`src/rtl/assert_macros.svh`:
```
// Assertion helpers used by bez_ctrl.
`ifndef ASSERT_MACROS_SVH
`define ASSERT_MACROS_SVH
`ifndef SYNTHESIS
// Same-cycle implication.
`define ASSERT_IMPL(lbl, clk, rstn, ante, cons) \
    lbl: assert property (@(posedge clk) disable iff (!rstn) (ante) |-> (cons)) \
        else $error("assertion failed");
// Next-cycle implication.
`define ASSERT_NEXT(lbl, clk, rstn, ante, cons) \
    lbl: assert property (@(posedge clk) disable iff (!rstn) (ante) |=> (cons)) \
        else $error("assertion failed");
`else
`define ASSERT_IMPL(lbl, clk, rstn, ante, cons)
`define ASSERT_NEXT(lbl, clk, rstn, ante, cons)
`endif
`endif

```
`src/rtl/bez_pkg.sv`:
```
`timescale 1ns / 1ps
`default_nettype none
package bez_pkg;

    // Operation codes carried in s_tuser.
    localparam logic [1:0] OP_POINT_T = 2'd0;
    localparam logic [1:0] OP_LENGTH  = 2'd1;
    localparam logic [1:0] OP_POINT_D = 2'd2;
    localparam logic [1:0] OP_NONE    = 2'd3;

    // Configuration register indexes.
    localparam logic [2:0] REG_START_X = 3'd0;
    localparam logic [2:0] REG_START_Y = 3'd1;
    localparam logic [2:0] REG_G1_X    = 3'd2;
    localparam logic [2:0] REG_G1_Y    = 3'd3;
    localparam logic [2:0] REG_G2_X    = 3'd4;
    localparam logic [2:0] REG_G2_Y    = 3'd5;
    localparam logic [2:0] REG_END_X   = 3'd6;
    localparam logic [2:0] REG_END_Y   = 3'd7;

    // Index of the last interpolation step of one de Casteljau evaluation.
    localparam logic [2:0] LERP_LAST = 3'd5;

    // Commands from the controller to the datapath.
    typedef struct packed {
        logic       load;
        logic       t_param;
        logic       t_div;
        logic       div_seg;
        logic       div_ip;
        logic       mul;
        logic       upd;
        logic [1:0] lerp_j;
        logic       sq;
        logic       sqrt_start;
        logic       advance;
        logic       res_cur;
        logic       res_end;
        logic       ip_mul;
        logic       ip_set;
        logic       ip_y;
        logic       out_load;
    } cmd_t;

    // Status from the datapath to the controller.
    typedef struct packed {
        logic [1:0] op;
        logic       div_busy;
        logic       sqrt_busy;
        logic       last;
        logic       hit;
        logic       len_zero;
        logic       out_free;
    } sts_t;

    // Working slot written by interpolation step k of the evaluation.
    function automatic logic [1:0] lerp_idx(input logic [2:0] k);
        logic [1:0] j;
        unique case (k)
            3'd0:    j = 2'd0;
            3'd1:    j = 2'd1;
            3'd2:    j = 2'd2;
            3'd3:    j = 2'd0;
            3'd4:    j = 2'd1;
            default: j = 2'd0;
        endcase
        return j;
    endfunction

endpackage
`default_nettype wire

```
`src/rtl/bez_ctrl.sv`:
```
`timescale 1ns / 1ps
`default_nettype none
`include "assert_macros.svh"
module bez_ctrl (
    input  logic          aclk,
    input  logic          aresetn,
    input  logic          s_tvalid,
    output logic          s_tready,
    output bez_pkg::cmd_t cmd,
    input  bez_pkg::sts_t sts
);
    import bez_pkg::*;

    typedef enum logic [12:0] {
        S_IDLE   = 13'b0000000000001,
        S_TSET   = 13'b0000000000010,
        S_TWAIT  = 13'b0000000000100,
        S_MUL    = 13'b0000000001000,
        S_UPD    = 13'b0000000010000,
        S_SQ     = 13'b0000000100000,
        S_RGO    = 13'b0000001000000,
        S_RWAIT  = 13'b0000010000000,
        S_STEP   = 13'b0000100000000,
        S_IPMUL  = 13'b0001000000000,
        S_IPGO   = 13'b0010000000000,
        S_IPWAIT = 13'b0100000000000,
        S_OUT    = 13'b1000000000000
    } state_t;

    state_t     state_reg, state_next;
    logic [2:0] k_reg, k_next;
    logic       ipy_reg, ipy_next;

    // Sequencer for one item.
    always_comb begin
        state_next = state_reg;
        k_next     = k_reg;
        ipy_next   = ipy_reg;
        cmd        = '0;
        cmd.lerp_j = lerp_idx(k_reg);
        cmd.ip_y   = ipy_reg;
        s_tready   = 1'b0;
        unique case (state_reg)
            S_IDLE: begin
                // No item is taken while reset is held.
                s_tready = aresetn;
                if (s_tvalid && aresetn) begin
                    cmd.load   = 1'b1;
                    state_next = S_TSET;
                end
            end
            S_TSET: begin
                k_next   = '0;
                ipy_next = 1'b0;
                if (sts.op == OP_POINT_T) begin
                    cmd.t_param = 1'b1;
                    state_next  = S_MUL;
                end else if (sts.op == OP_NONE) begin
                    state_next = S_OUT;
                end else begin
                    cmd.div_seg = 1'b1;
                    state_next  = S_TWAIT;
                end
            end
            S_TWAIT: begin
                if (!sts.div_busy) begin
                    cmd.t_div  = 1'b1;
                    state_next = S_MUL;
                end
            end
            S_MUL: begin
                cmd.mul    = 1'b1;
                state_next = S_UPD;
            end
            S_UPD: begin
                cmd.upd = 1'b1;
                if (k_reg == LERP_LAST) begin
                    state_next = S_SQ;
                end else begin
                    k_next     = k_reg + 3'd1;
                    state_next = S_MUL;
                end
            end
            S_SQ: begin
                // The parameter query is done once the point is known.
                if (sts.op == OP_POINT_T) begin
                    cmd.res_cur = 1'b1;
                    state_next  = S_OUT;
                end else begin
                    cmd.sq     = 1'b1;
                    state_next = S_RGO;
                end
            end
            S_RGO: begin
                cmd.sqrt_start = 1'b1;
                state_next     = S_RWAIT;
            end
            S_RWAIT: begin
                if (!sts.sqrt_busy) begin
                    state_next = S_STEP;
                end
            end
            S_STEP: begin
                if (sts.op == OP_POINT_D && sts.hit) begin
                    if (sts.len_zero) begin
                        cmd.res_cur = 1'b1;
                        state_next  = S_OUT;
                    end else begin
                        state_next = S_IPMUL;
                    end
                end else begin
                    cmd.advance = 1'b1;
                    if (sts.last) begin
                        cmd.res_end = (sts.op == OP_POINT_D);
                        state_next  = S_OUT;
                    end else begin
                        state_next = S_TSET;
                    end
                end
            end
            S_IPMUL: begin
                cmd.ip_mul = 1'b1;
                state_next = S_IPGO;
            end
            S_IPGO: begin
                cmd.div_ip = 1'b1;
                state_next = S_IPWAIT;
            end
            S_IPWAIT: begin
                if (!sts.div_busy) begin
                    cmd.ip_set = 1'b1;
                    if (ipy_reg) begin
                        state_next = S_OUT;
                    end else begin
                        ipy_next   = 1'b1;
                        state_next = S_IPMUL;
                    end
                end
            end
            S_OUT: begin
                if (sts.out_free) begin
                    cmd.out_load = 1'b1;
                    state_next   = S_IDLE;
                end
            end
            default: begin
                state_next = S_IDLE;
            end
        endcase
    end

    always_ff @(posedge aclk) begin
        if (!aresetn) begin
            state_reg <= S_IDLE;
            k_reg     <= '0;
            ipy_reg   <= 1'b0;
        end else begin
            state_reg <= state_next;
            k_reg     <= k_next;
            ipy_reg   <= ipy_next;
        end
    end

    `ASSERT_NEXT(a_accept_starts, aclk, aresetn, s_tvalid && s_tready, state_reg == S_TSET)
    `ASSERT_IMPL(a_load_slot_free, aclk, aresetn, cmd.out_load, sts.out_free)
    `ASSERT_NEXT(a_div_runs, aclk, aresetn, cmd.div_seg || cmd.div_ip, sts.div_busy)
    `ASSERT_IMPL(a_step_root_ready, aclk, aresetn, state_reg == S_STEP, !sts.sqrt_busy)
endmodule
`default_nettype wire
```
`config.mk`:
```
export PLATFORM = sky130hd
export DESIGN_NAME = bez_ctrl
export DESIGN_NICKNAME = d
export VERILOG_FILES = /design/src/rtl/bez_pkg.sv /design/src/rtl/bez_ctrl.sv
export VERILOG_INCLUDE_DIRS = /design/src /design/src/rtl
export SDC_FILE = /design/constraint.sdc
export NUM_CORES = 1
export LEC_CHECK = 0
export BUFFER_PORTS_ARGS = -buffer_cell sky130_fd_sc_hd__buf_2
export CAP_MARGIN = 40
export CORE_AREA = 2 2 78 80
export CTS_CLUSTER_DIAMETER = 100
export DETAILED_ROUTE_END_ITERATION = 8
export DIE_AREA = 0 0 80 82
export SYNTH_ARGS = -nofsm -noshare
export SYNTH_HDL_FRONTEND = slang
export SYNTH_SLANG_ARGS = --single-unit
```
`constraint.sdc`:
```
create_clock -name aclk -period 2.2 [get_ports aclk]
set_input_delay 0.66 -clock aclk [delete_from_list [all_inputs] [get_ports aclk]]
set_output_delay 0.66 -clock aclk [all_outputs]
set_load 0.05 [all_outputs]
```
Yosys cells after proc, flatten, opt, wreduce, memory -nomap -nowiden
Index checks and enable logic that the tools add are counted.
W data, S select, Z words.

storage, ports and cells
  bits in registers = 17
  latch bits = 0
  RAM bits = 0
  bits in read-only memories = 0
  word-level logic and storage cells = 85
  memories kept = 0

cells by class
  add/sub/neg operators = 1
  multipliers = 0
  div/mod/pow operators = 0
  order comparisons = 0
  equality and inequality tests = 25
  shift operators = 0
  mux-type cells = 47
  bitwise operators = 0
  reduce and logical (&&, ||, !) cells = 9

operator list
  cell                    count
  $pmux W13 S13           1
  $mux W13                12
  $mux W1                 28
  $eq A13 B1 Y1 const B   1
  $eq A13 B10 Y1 const B  1
  $eq A13 B11 Y1 const B  1
  $eq A13 B12 Y1 const B  1
  $eq A13 B13 Y1 const B  1
  $eq A13 B2 Y1 const B   1
  $eq A13 B3 Y1 const B   1
  $eq A13 B4 Y1 const B   1
  $eq A13 B5 Y1 const B   1
  $eq A13 B6 Y1 const B   1
  $eq A13 B7 Y1 const B   1
  $eq A13 B8 Y1 const B   1
  $eq A13 B9 Y1 const B   1
  $ne A2 B2 Y1 const B    6
  $eq A3 B3 Y1 const B    2
  $mux W6                 1
  $pmux W3 S2             1
  $reduce_and A5 Y1       1
  $eq A2 B2 Y1 const B    2
  $pmux W1 S2             2
  $pmux W2 S2             1
  9 further kinds         12

Logic depth before layout (Yosys ltp)
Gate-level depths: netlist of the first run.

  word-level depth = 4
  depth in mapped cells = 6
  gate-level depth less buffers = 6

Worst setup path before layout of the first run
OpenSTA, ideal clock, no wires.

  path type = reg2out
  start point = register state_reg[0]
  end point = output cmd[5] in the netlist's numbering
  arrival = 2.666 ns
  data required time = 1.540 ns
  path slack = -1.126 ns
  stages on the path, launching flop included = 5
  path buffers = 0
  path through = dfxtp_1 -> nor4_1 -> and4b_1 -> nand3b_1 -> o32ai_1

RTL lines
  item                      line             text
  start: declaration        bez_ctrl.sv:30   state_t state_reg, state_next;
  start signal: assignment  bez_ctrl.sv:158  state_reg <= state_next;
  end: declaration          bez_ctrl.sv:9    output bez_pkg::cmd_t cmd,

==> results.yml, run 1 <==
outcome:
  status: "finished, violations left"
  violations: "negative setup slack"
worst_setup_path:
  worstRegToRegCells: 7
  cp_data_arrival_time_ns: 1.94
  cp.required_ns: 1.54
  crit_type: "flop to primary output"
  crit_fanout: 4
  cp-start-kind: "flop"
  reg2reg_to: "state_reg[11]$_SDFFE_PN0P_"
  critPathCaptureType: "primary output"
  r2r_start: "state_reg[0]$_SDFFE_PN1P_"
  reg2reg_slack_ns: -0.13
power:
  powerDensity_mw_per_mm2: 511
  leakagePower_nw: 1.03
  p_comb_share_pct: 51.1
  seqPwrFrac_pct: 28.9
  finalPower_mw: 1.22
  switching_share_pct: 35.8
  p_int_mw: 0.781
  clock_power_share_pct: 20.0
  vdd_ir_drop_max_mv: 0.313
  power_switching_mw: 0.436
cts:
  cts_made_buffers: 3
  htreeDepth: 1
  clock_latency_ns: 0.25
  path_clk_slew_ns: 0.07
  cts_tree: "yes"
  clock_path_buffers: 2
  cts.sinks: 17
  hold_buffers: 0
  cts_root_buffer: "clkbuf_8"
detailed_routing:
  wl_per_cell_um: 14.4
  drt_pass1_iterations: 4
  wirelength_um: 4560
  via_per_inst: 4.76
  initialDrtViolationCount: 67
  drtAntennaViolNets: 0
  dr_total_vias: 1510
  drc: 0
hold_path:
  hold_path_end: "state_reg[5]$_SDFFE_PN0P_"
  whs_path_depth: 2
  hp-start: "k_reg[2]$_SDFFE_PN0P_"
  hold_class: "flop to flop"
grt:
  busiest_layer: "met2"
  antenna_found_initial: 0
  grt_max_degree: 10
  gr-usage-all-layers_pct: 14.4
  met2_usage_pct: 25.8
  grt_pass1_wl_um: 7380
  grt_use_met3_pct: 1.21
  grt_pass1_vias: 1500
  grt_overflow: 0
  met1_usage_pct: 18.4
floorplanning:
  initial_core_util_pct: 22.0
  die_w_um: 80
  die_area_mm2: 0.00656
  core_mm2: 0.00575
  rows: 28
  ioPinCount: 30
  fp.dieH_um: 82
yosys:
  yosys_most_used_dff: "dfxtp_1"
  yosysSeqAreaShare_pct: 26.9
  ys_types: 48
  syn_area_per_cell_um2: 8.05
  syn_inst: 157
  postSynth.asyncResetShare_pct: 0
  yosysWarningCount: 0
  synthesis.area_mm2: 0.00126
  ys_ff_latch: 17
  synth_edf_count: 0
  syn_nets: 175
placement:
  place_inst: 301
  port_buffers: 29
  dp.final_hpwl_um: 3410
  placed_area_mm2: 0.00193
  place.gp.congestion: 0.921
  dp_slack_ns: -0.263
timing:
  period_needed_ns: 2.60
  worst_slack_ns: -0.404
  drv_slew: 0
  finalHoldViolCount: 0
  tightest_slew_ns: 0.547
  fmax_mhz: 384
  finalCritPeriodShare_pct: 118
  rsz0062_at_grt: "true"
  setup-violations-final: 24
  finClkSkew_ns: 0.00172
  slew_headroom_pct: 63.2
flow_run:
  maxCapViolCount: 0
finish:
  largest_reg_flops: 13
  drive_above_1_share_pct: 57.9
  final_util_pct: 41.5
  layoutNonFillerInstCount: 317
  areaGrowthSynthToFinish_pct: 88.5
  diodes: 0
  nets: 261
  final_area_mm2: 0.00238
final cells by class:
class                   count  area, um^2
clock buffers               4        45.0
fillers                   581        3360
inverters                  12        45.0
multi-input cells         124        1100
flip-flops and latches     17         358
well taps                  75        93.8
repair buffers             85         739
per-layer routing:
metal / vias to the layer above / wire [um]
met5: - / 0
met4: 0 / 73
met3: 8 / 169
met2: 41 / 2290
met1: 716 / 2030
li1: 745 / -
cells in the mapped netlist, drive strengths merged (2+ instances only):
master  instances  area (um^2)
and4b           2         20.0
inv            12         45.0
nor4            8         56.3
a21boi          3         22.5
nor2           19         71.3
buf             4         33.8
nand2b          2         12.5
mux2i           2         20.0
nor3            6         30.0
nor4b           2         17.5
nand3           4         20.0
a211oi          2         15.0
nand4           3         18.8
nor2b           4         25.0
and3            3         18.8
o21a            3         22.5
a21o            3         22.5
or4             5         48.8
xor2            2         17.5
and2            6         37.5
a21oi           5         28.8
or4b            3         30.0
dfxtp          17          340
nand2          11         41.3
ha              7         87.6
a21bo           2         20.0
logic make-up (layout without fill, tap and decap cells):
group / count (synthesis) / after routing / synth area share [%]
xor+xnor: 3 / 3 / 2.08
fa+ha+maj: 7 / 7 / 6.93
compound gates: 27 / 27 / 16.1
flops: 17 / 17 / 26.9
buf+inv: 16 / 101 / 6.24
mux: 3 / 3 / 2.48
simple gates: 84 / 84 / 39.2
stage by stage:
step | TNS [ns] | hold slack, ns
finish | -4.99 | 0.527
global route | -6.52 | 0.545
CTS | -4.54 | 0.531
detailed placement | -2.55 | 0.520
global placement | -3.14 | 0.520
floorplan | -0.968 | 0.487
power by group through the flow:
stage / registers (mW) / clock network (mW) / logic, mW
after floorplan: 0.367 / 0 / 0.273
after global placement: 0.356 / 0 / 0.494
after detailed placement: 0.357 / 0 / 0.497
after CTS: 0.352 / 0.249 / 0.605
after global routing: 0.356 / 0.265 / 0.661
final: 0.352 / 0.243 / 0.622
worst max-delay path by stage:
stage / start / endpoint / slack, ns / depth (start not counted)
floorplan: state_reg[10]$_SDFFE_PN0P_ / cmd[15] / -0.19 / 3
global placement: state_reg[12]$_SDFFE_PN0P_ / cmd[8] / -0.25 / 6
detailed placement: sts[6] / cmd[4] / -0.26 / 7
CTS: state_reg[10]$_SDFFE_PN0P_ / cmd[15] / -0.39 / 4
global route: state_reg[0]$_SDFFE_PN1P_ / cmd[15] / -0.46 / 4
finish: state_reg[0]$_SDFFE_PN1P_ / cmd[15] / -0.40 / 4
worst max-delay path, stage by stage, from the launching register on:
cell and delay (ns):
dfxtp_4 0.35, or4b_4 0.52, or4_4 0.55, nor2_4 0.12, buf_8 0.15
cells in the final DEF (no fill, tap or decap), drive strengths merged, types with 5 or more instances in the layout:
master / n
a21oi: 5
and2: 6
buf: 85
dfxtp: 17
ha: 7
inv: 12
nand2: 11
nor2: 19
nor3: 6
nor4: 8
or4: 5
what timing repair did:
item,CTS,global route
gates resized for setup,73,12
setup buffers,8,4
endpoints found under the setup margin,22,24
pin swaps,17,13
Note: power is estimated with default switching activity, not from simulation.
==> inputs of run 2 (changes only) <==
--- a/config.mk
+++ b/config.mk
@@ -12,6 +12,7 @@
 export CTS_CLUSTER_DIAMETER = 100
 export DETAILED_ROUTE_END_ITERATION = 8
 export DIE_AREA = 0 0 80 82
+export PLACE_DENSITY = 0.41
 export SYNTH_ARGS = -nofsm -noshare
 export SYNTH_HDL_FRONTEND = slang
 export SYNTH_SLANG_ARGS = --single-unit
==> constraint.sdc (replaced) <==
create_clock -name aclk -period 2.2 [get_ports aclk]
set_input_delay 0.66 -clock aclk [delete_from_list [all_inputs] [get_ports aclk]]
set_output_delay 0.66 -clock aclk [all_outputs]
set_load 0.01 [all_outputs]
==> run 2 against run 1 <==
The flow still finishes with violations (negative setup slack). Via count rose by 1.3%. Routed wire length is 3.9% higher. Cell count grew 3.8%. Clock power increased by 2%. Clock skew increased by 0.00060 ns. Maximum frequency grew 1.3%. Die area stayed put. Global-route usage increased by 0.14 points. Non-clock buffer count up 12. Sequential cell count did not move. Hold slack lost 0.0019 ns. Highest routed layer unchanged.
==> results.yml, run 2 (synthesized netlist as in run 1, its figures left out) <==
outcome:
  status: "finished, violations left"
  violations: "negative setup slack"
detailed_routing:
  wl_per_cell_um: 14.4
  wirelength_um: 4740
  initialDrtViolationCount: 65
  drt_pass1_iterations: 4
  via_per_inst: 4.65
  drtAntennaViolNets: 0
  drc: 0
  dr_total_vias: 1530
finish:
  layout_commonest_cell: "buf_4"
  drive_above_1_share_pct: 59.4
  final_util_pct: 42.2
  areaGrowthSynthToFinish_pct: 91.7
  final_area_mm2: 0.00242
  diodes: 0
  final_cell_mix: "54 x buf_4, 22 x buf_2, 18 x buf_6"
  nets: 273
  largest_reg_flops: 13
grt:
  grt_pass1_wl_um: 7440
  grt_overflow: 0
  grt_pass1_vias: 1558
  gr-usage-all-layers_pct: 14.5
  grt_max_degree: 11
  antenna_found_initial: 0
timing:
  hold_slack_ns: 0.525
  drv_slew: 0
  period_needed_ns: 2.57
  tightest_slew_ns: 0.498
  fmax_mhz: 389
  finalHoldViolCount: 0
  finClkSkew_ns: 0.00231
  worst_slack_ns: -0.370
  setup_tns_ns: -4.83
  slew_headroom_pct: 66.7
  finalCritPeriodShare_pct: 117
  setup-violations-final: 24
  rsz0062_at_grt: "true"
power:
  vdd_ir_drop_max_mv: 0.308
  finalPower_mw: 1.25
  leakagePower_nw: 1.09
  powerDensity_mw_per_mm2: 516
worst_setup_path:
  cp-start-kind: "flop"
  crit_fanout: 6
  crit_type: "flop to primary output"
  cp.required_ns: 1.54
  cp_data_arrival_time_ns: 1.91
  critPathCaptureType: "primary output"
cts:
  cts.sinks: 17
  cts_made_buffers: 3
  htreeDepth: 1
  cts_tree: "yes"
  cts_root_buffer: "clkbuf_8"
  path_clk_slew_ns: 0.08
  hold_buffers: 0
  clock_path_buffers: 2
  clock_latency_ns: 0.26
placement:
  placed_area_mm2: 0.00187
  dp.final_hpwl_um: 3420
  port_buffers: 29
  place.gp.congestion: 0.745
floorplanning:
  rows: 28
  die_area_mm2: 0.00656
  initial_core_util_pct: 22.0
  die_w_um: 80
  ioPinCount: 30
  core_mm2: 0.00575
  fp.dieH_um: 82
flow_run:
  maxCapViolCount: 0
hold_path:
  hold_class: "flop to flop"
run 2: cell types whose count changed in the layout (fill, tap and decap cells not counted), sizes merged:
cell	before	now
clkinv	0	1
buf	85	97
clkbuf	4	3
run 2: area by class of cell:
class / count / area [um^2]
Timing Repair Buffer: 97 / 778
Tap cell: 75 / 93.8
Multi-Input combinational cell: 124 / 1100
Clock inverter: 1 / 5.00
Fill cell: 603 / 3320
Sequential cell: 17 / 362
Clock buffer: 3 / 41.3
Inverter: 12 / 45.0
run 2: worst max-delay path: stages (launching register included):
cell and delay (ns):
dfxtp_4 0.37, or4b_4 0.53, or4_4 0.55, nor2_4 0.10, buf_6 0.10
run 2: path summary, 6_finish.rpt:
kind                                                    to                      start  slack [ns]  depth (start not counted)
worst max-delay path                               cmd[15]  state_reg[0]$_SDFFE_PN1P_       -0.37                          4
worst min-delay path                  ipy_reg$_SDFFE_PN0P_       ipy_reg$_SDFFE_PN0P_        0.53                          2
worst max register to register  state_reg[11]$_SDFFE_PN0P_  state_reg[0]$_SDFFE_PN1P_       -0.22                          8
worst min register to register        ipy_reg$_SDFFE_PN0P_       ipy_reg$_SDFFE_PN0P_        0.53                          2
run 2: timing repair:
action	CTS	global route
pin swaps	25	21
buffers inserted	22	7
endpoints found under the setup margin	23	24
gates cloned	0	0
gates resized for setup	44	24
run 2: where the power goes:
part	leakage [nW]	switching, mW	internal (mW)
Clock	0.0255	0.123	0.126
Sequential	0.142	0.0297	0.327
Combinational	0.924	0.268	0.377
run 2: per-stage QoR:
stage                     setup slack (ns)  cells
after floorplan                    -0.0333    157
after global placement              -0.114    299
after detailed placement            -0.123    299
after CTS                           -0.390    323
after global routing                -0.426    329
final                               -0.370    329
run 2: layer usage:
metal	wire (um)	share of wire, %	global-route usage [%]	vias up
li1	-	-	-	767
met4	53	1.1	4.58	0
met2	2320	49	25.3	23
met5	0	0	0	-
met1	2230	47	18.6	734
met3	139	2.9	1.98	6
==> inputs of run 3 (changes only) <==
--- a/config.mk
+++ b/config.mk
@@ -12,7 +12,7 @@
 export CTS_CLUSTER_DIAMETER = 100
 export DETAILED_ROUTE_END_ITERATION = 8
 export DIE_AREA = 0 0 80 82
-export PLACE_DENSITY = 0.41
+export PLACE_DENSITY = 0.4
 export SYNTH_ARGS = -nofsm -noshare
 export SYNTH_HDL_FRONTEND = slang
 export SYNTH_SLANG_ARGS = --single-unit
==> constraint.sdc (replaced) <==
create_clock -name aclk -period 3.15 [get_ports aclk]
set_input_delay 0.945 -clock aclk [delete_from_list [all_inputs] [get_ports aclk]]
set_output_delay 0.945 -clock aclk [all_outputs]
set_load 0.01 [all_outputs]
==> run 3 against run 2 <==
The flow now finishes without violations. Via count fell by 15%. Total power decreased by 49%. Global-route usage is 1.8 points lower. Register-to-register slack gained 0.99 ns. Non-clock buffer count is 59 lower. Sequential power fell by 31%. Combinational power fell by 66%. Routed wire length shrank 19%. Sequential share of layout area is 6.4 points higher. Largest cell class unchanged. Highest routed layer unchanged.
==> results.yml, run 3 (synthesized netlist as in run 1, its figures left out) <==
worst_setup_path:
  crit_type: "flop to primary output"
  cp_common_cell: "or4_4"
  slowest_stage: "or4_4"
  cp_slowest_stage_delay_ns: 0.61
  critPathTopFamily: "simple AND/OR/NAND/NOR gates"
  critPathCaptureType: "primary output"
  path_buf_inv: 1
  cp.required_ns: 2.20
  cp_cell_sequence: "or4_4, or4_4, nor2_1, buf_2"
  cp-start-kind: "flop"
  crit_fanout: 7
  cp_data_arrival_time_ns: 2.07
finish:
  final_cell_mix: "29 x buf_2, 19 x nor2_1, 17 x dfxtp_1"
  fill_cells: 671
  largest_reg_flops: 13
  drive_above_1_share_pct: 26.7
  diodes: 0
  nets: 214
  areaGrowthSynthToFinish_pct: 26.2
  layout_commonest_cell: "buf_2"
cts:
  cts_root_buffer: "clkbuf_8"
  cts_tree: "yes"
  clock_path_buffers: 2
  cts.sinks: 17
  cts_made_buffers: 3
  cts_setup_buffers: 0
  htreeDepth: 1
  path_clk_slew_ns: 0.07
  clock_latency_ns: 0.26
timing:
  setup_tns_ns: 0
  finalCritPeriodShare_pct: 95.6
  setup-violations-final: 0
  fmax_mhz: 332
  period_needed_ns: 3.01
  tightest_slew_ns: 0.746
  worst_slack_ns: 0.139
  drv_slew: 0
  slew_headroom_pct: 49.8
  finClkSkew_ns: 0.00496
  rsz0062_at_grt: "false"
  finalHoldViolCount: 0
grt:
  grt_pass1_wl_um: 6330
  grt_max_degree: 11
  grt_pass1_vias: 1275
  grt_overflow: 0
  antenna_found_initial: 0
  gr-usage-all-layers_pct: 12.7
flow_run:
  maxCapViolCount: 0
floorplanning:
  die_area_mm2: 0.00656
  initial_core_util_pct: 22.0
  core_mm2: 0.00575
  ioPinCount: 30
  rows: 28
  fp.dieH_um: 82
  die_w_um: 80
detailed_routing:
  drt_pass1_iterations: 4
  drc: 0
  drtAntennaViolNets: 0
  wirelength_um: 3840
  dr_total_vias: 1293
  via_per_inst: 4.79
  wl_per_cell_um: 14.2
  initialDrtViolationCount: 71
power:
  leakagePower_nw: 0.721
  powerDensity_mw_per_mm2: 400
  vdd_ir_drop_max_mv: 0.133
placement:
  dp.final_hpwl_um: 3080
  port_buffers: 29
  dp_slack_ns: 0.227
  place.gp.congestion: 0.822
hold_path:
  hold_class: "flop to flop"
outcome:
  status: "complete, no violations"
-- run 3: cell types whose count changed in the layout (fill, tap and decap cells not counted), moves of 5 or more --
| cell | delta |
|---|---|
| dfxtp_2 | -5 |
| buf_2 | +7 |
| buf_6 | -18 |
| buf_4 | -46 |
| nor2_1 | +5 |
| nand2_1 | +5 |
| dfxtp_1 | +9 |
-- run 3: power breakdown --
group	switching, mW	total, mW	internal, mW
Clock	0.0844	0.172	0.0881
Sequential	0.0192	0.245	0.226
Combinational	0.117	0.220	0.104
-- run 3: what timing repair did --
item | in CTS | in global routing
gates resized for setup | 0 | 1
hold buffers | 0 | 0
endpoints found under the setup margin | 0 | 2
-- run 3: worst reg2reg max path: cells and delay by family (launching register included) --
kind / cells / cell delay, ns
AND/OR/NAND/NOR: 2 / 1.11
flip-flops: 1 / 0.40
buffers and inverters: 1 / 0.26
AO/OA/AOI/OAI: 3 / 0.52
-- run 3: path summary, 6_finish.rpt --
path                                  start                        end  slack (ns)  cells past startpoint
setup reg to reg  state_reg[8]$_SDFFE_PN0P_  state_reg[3]$_SDFFE_PN0P_        0.77                      6
hold reg to reg        ipy_reg$_SDFFE_PN0P_       ipy_reg$_SDFFE_PN0P_        0.54                      2
setup / recovery  state_reg[5]$_SDFFE_PN0P_                    cmd[15]        0.14                      4
hold / removal         ipy_reg$_SDFFE_PN0P_       ipy_reg$_SDFFE_PN0P_        0.54                      2
-- run 3: routing by layer --
layer	up-vias	routed length, um	GRT usage, %
li1	650	-	-
met1	609	1730	16.1
met2	25	1860	21.3
met3	9	174	2.20
met4	0	84	5.25
met5	-	0	0
-- run 3: area by class of cell --
type,instances,area [um^2],area share (%)
Clock inverter,1,5.00,0.314
Timing Repair Buffer,38,216,13.6
Tap cell,75,93.8,5.88
Clock buffer,3,41.3,2.59
Inverter,12,45.0,2.82
Sequential cell,17,340,21.3
Multi-Input combinational cell,124,853,53.5
-- run 3: metrics by stage --
stage	cell area, um^2	total power [mW]	util [%]	instances	hold slack, ns
finish	1600	0.638	27.8	270	0.537
global route	1600	0.680	27.8	270	0.575
CTS	1590	0.648	27.6	270	0.544
detailed placement	1540	0.471	26.8	266	0.533
global placement	1530	0.469	26.6	265	0.530
floorplan	1260	0.368	-	157	0.487
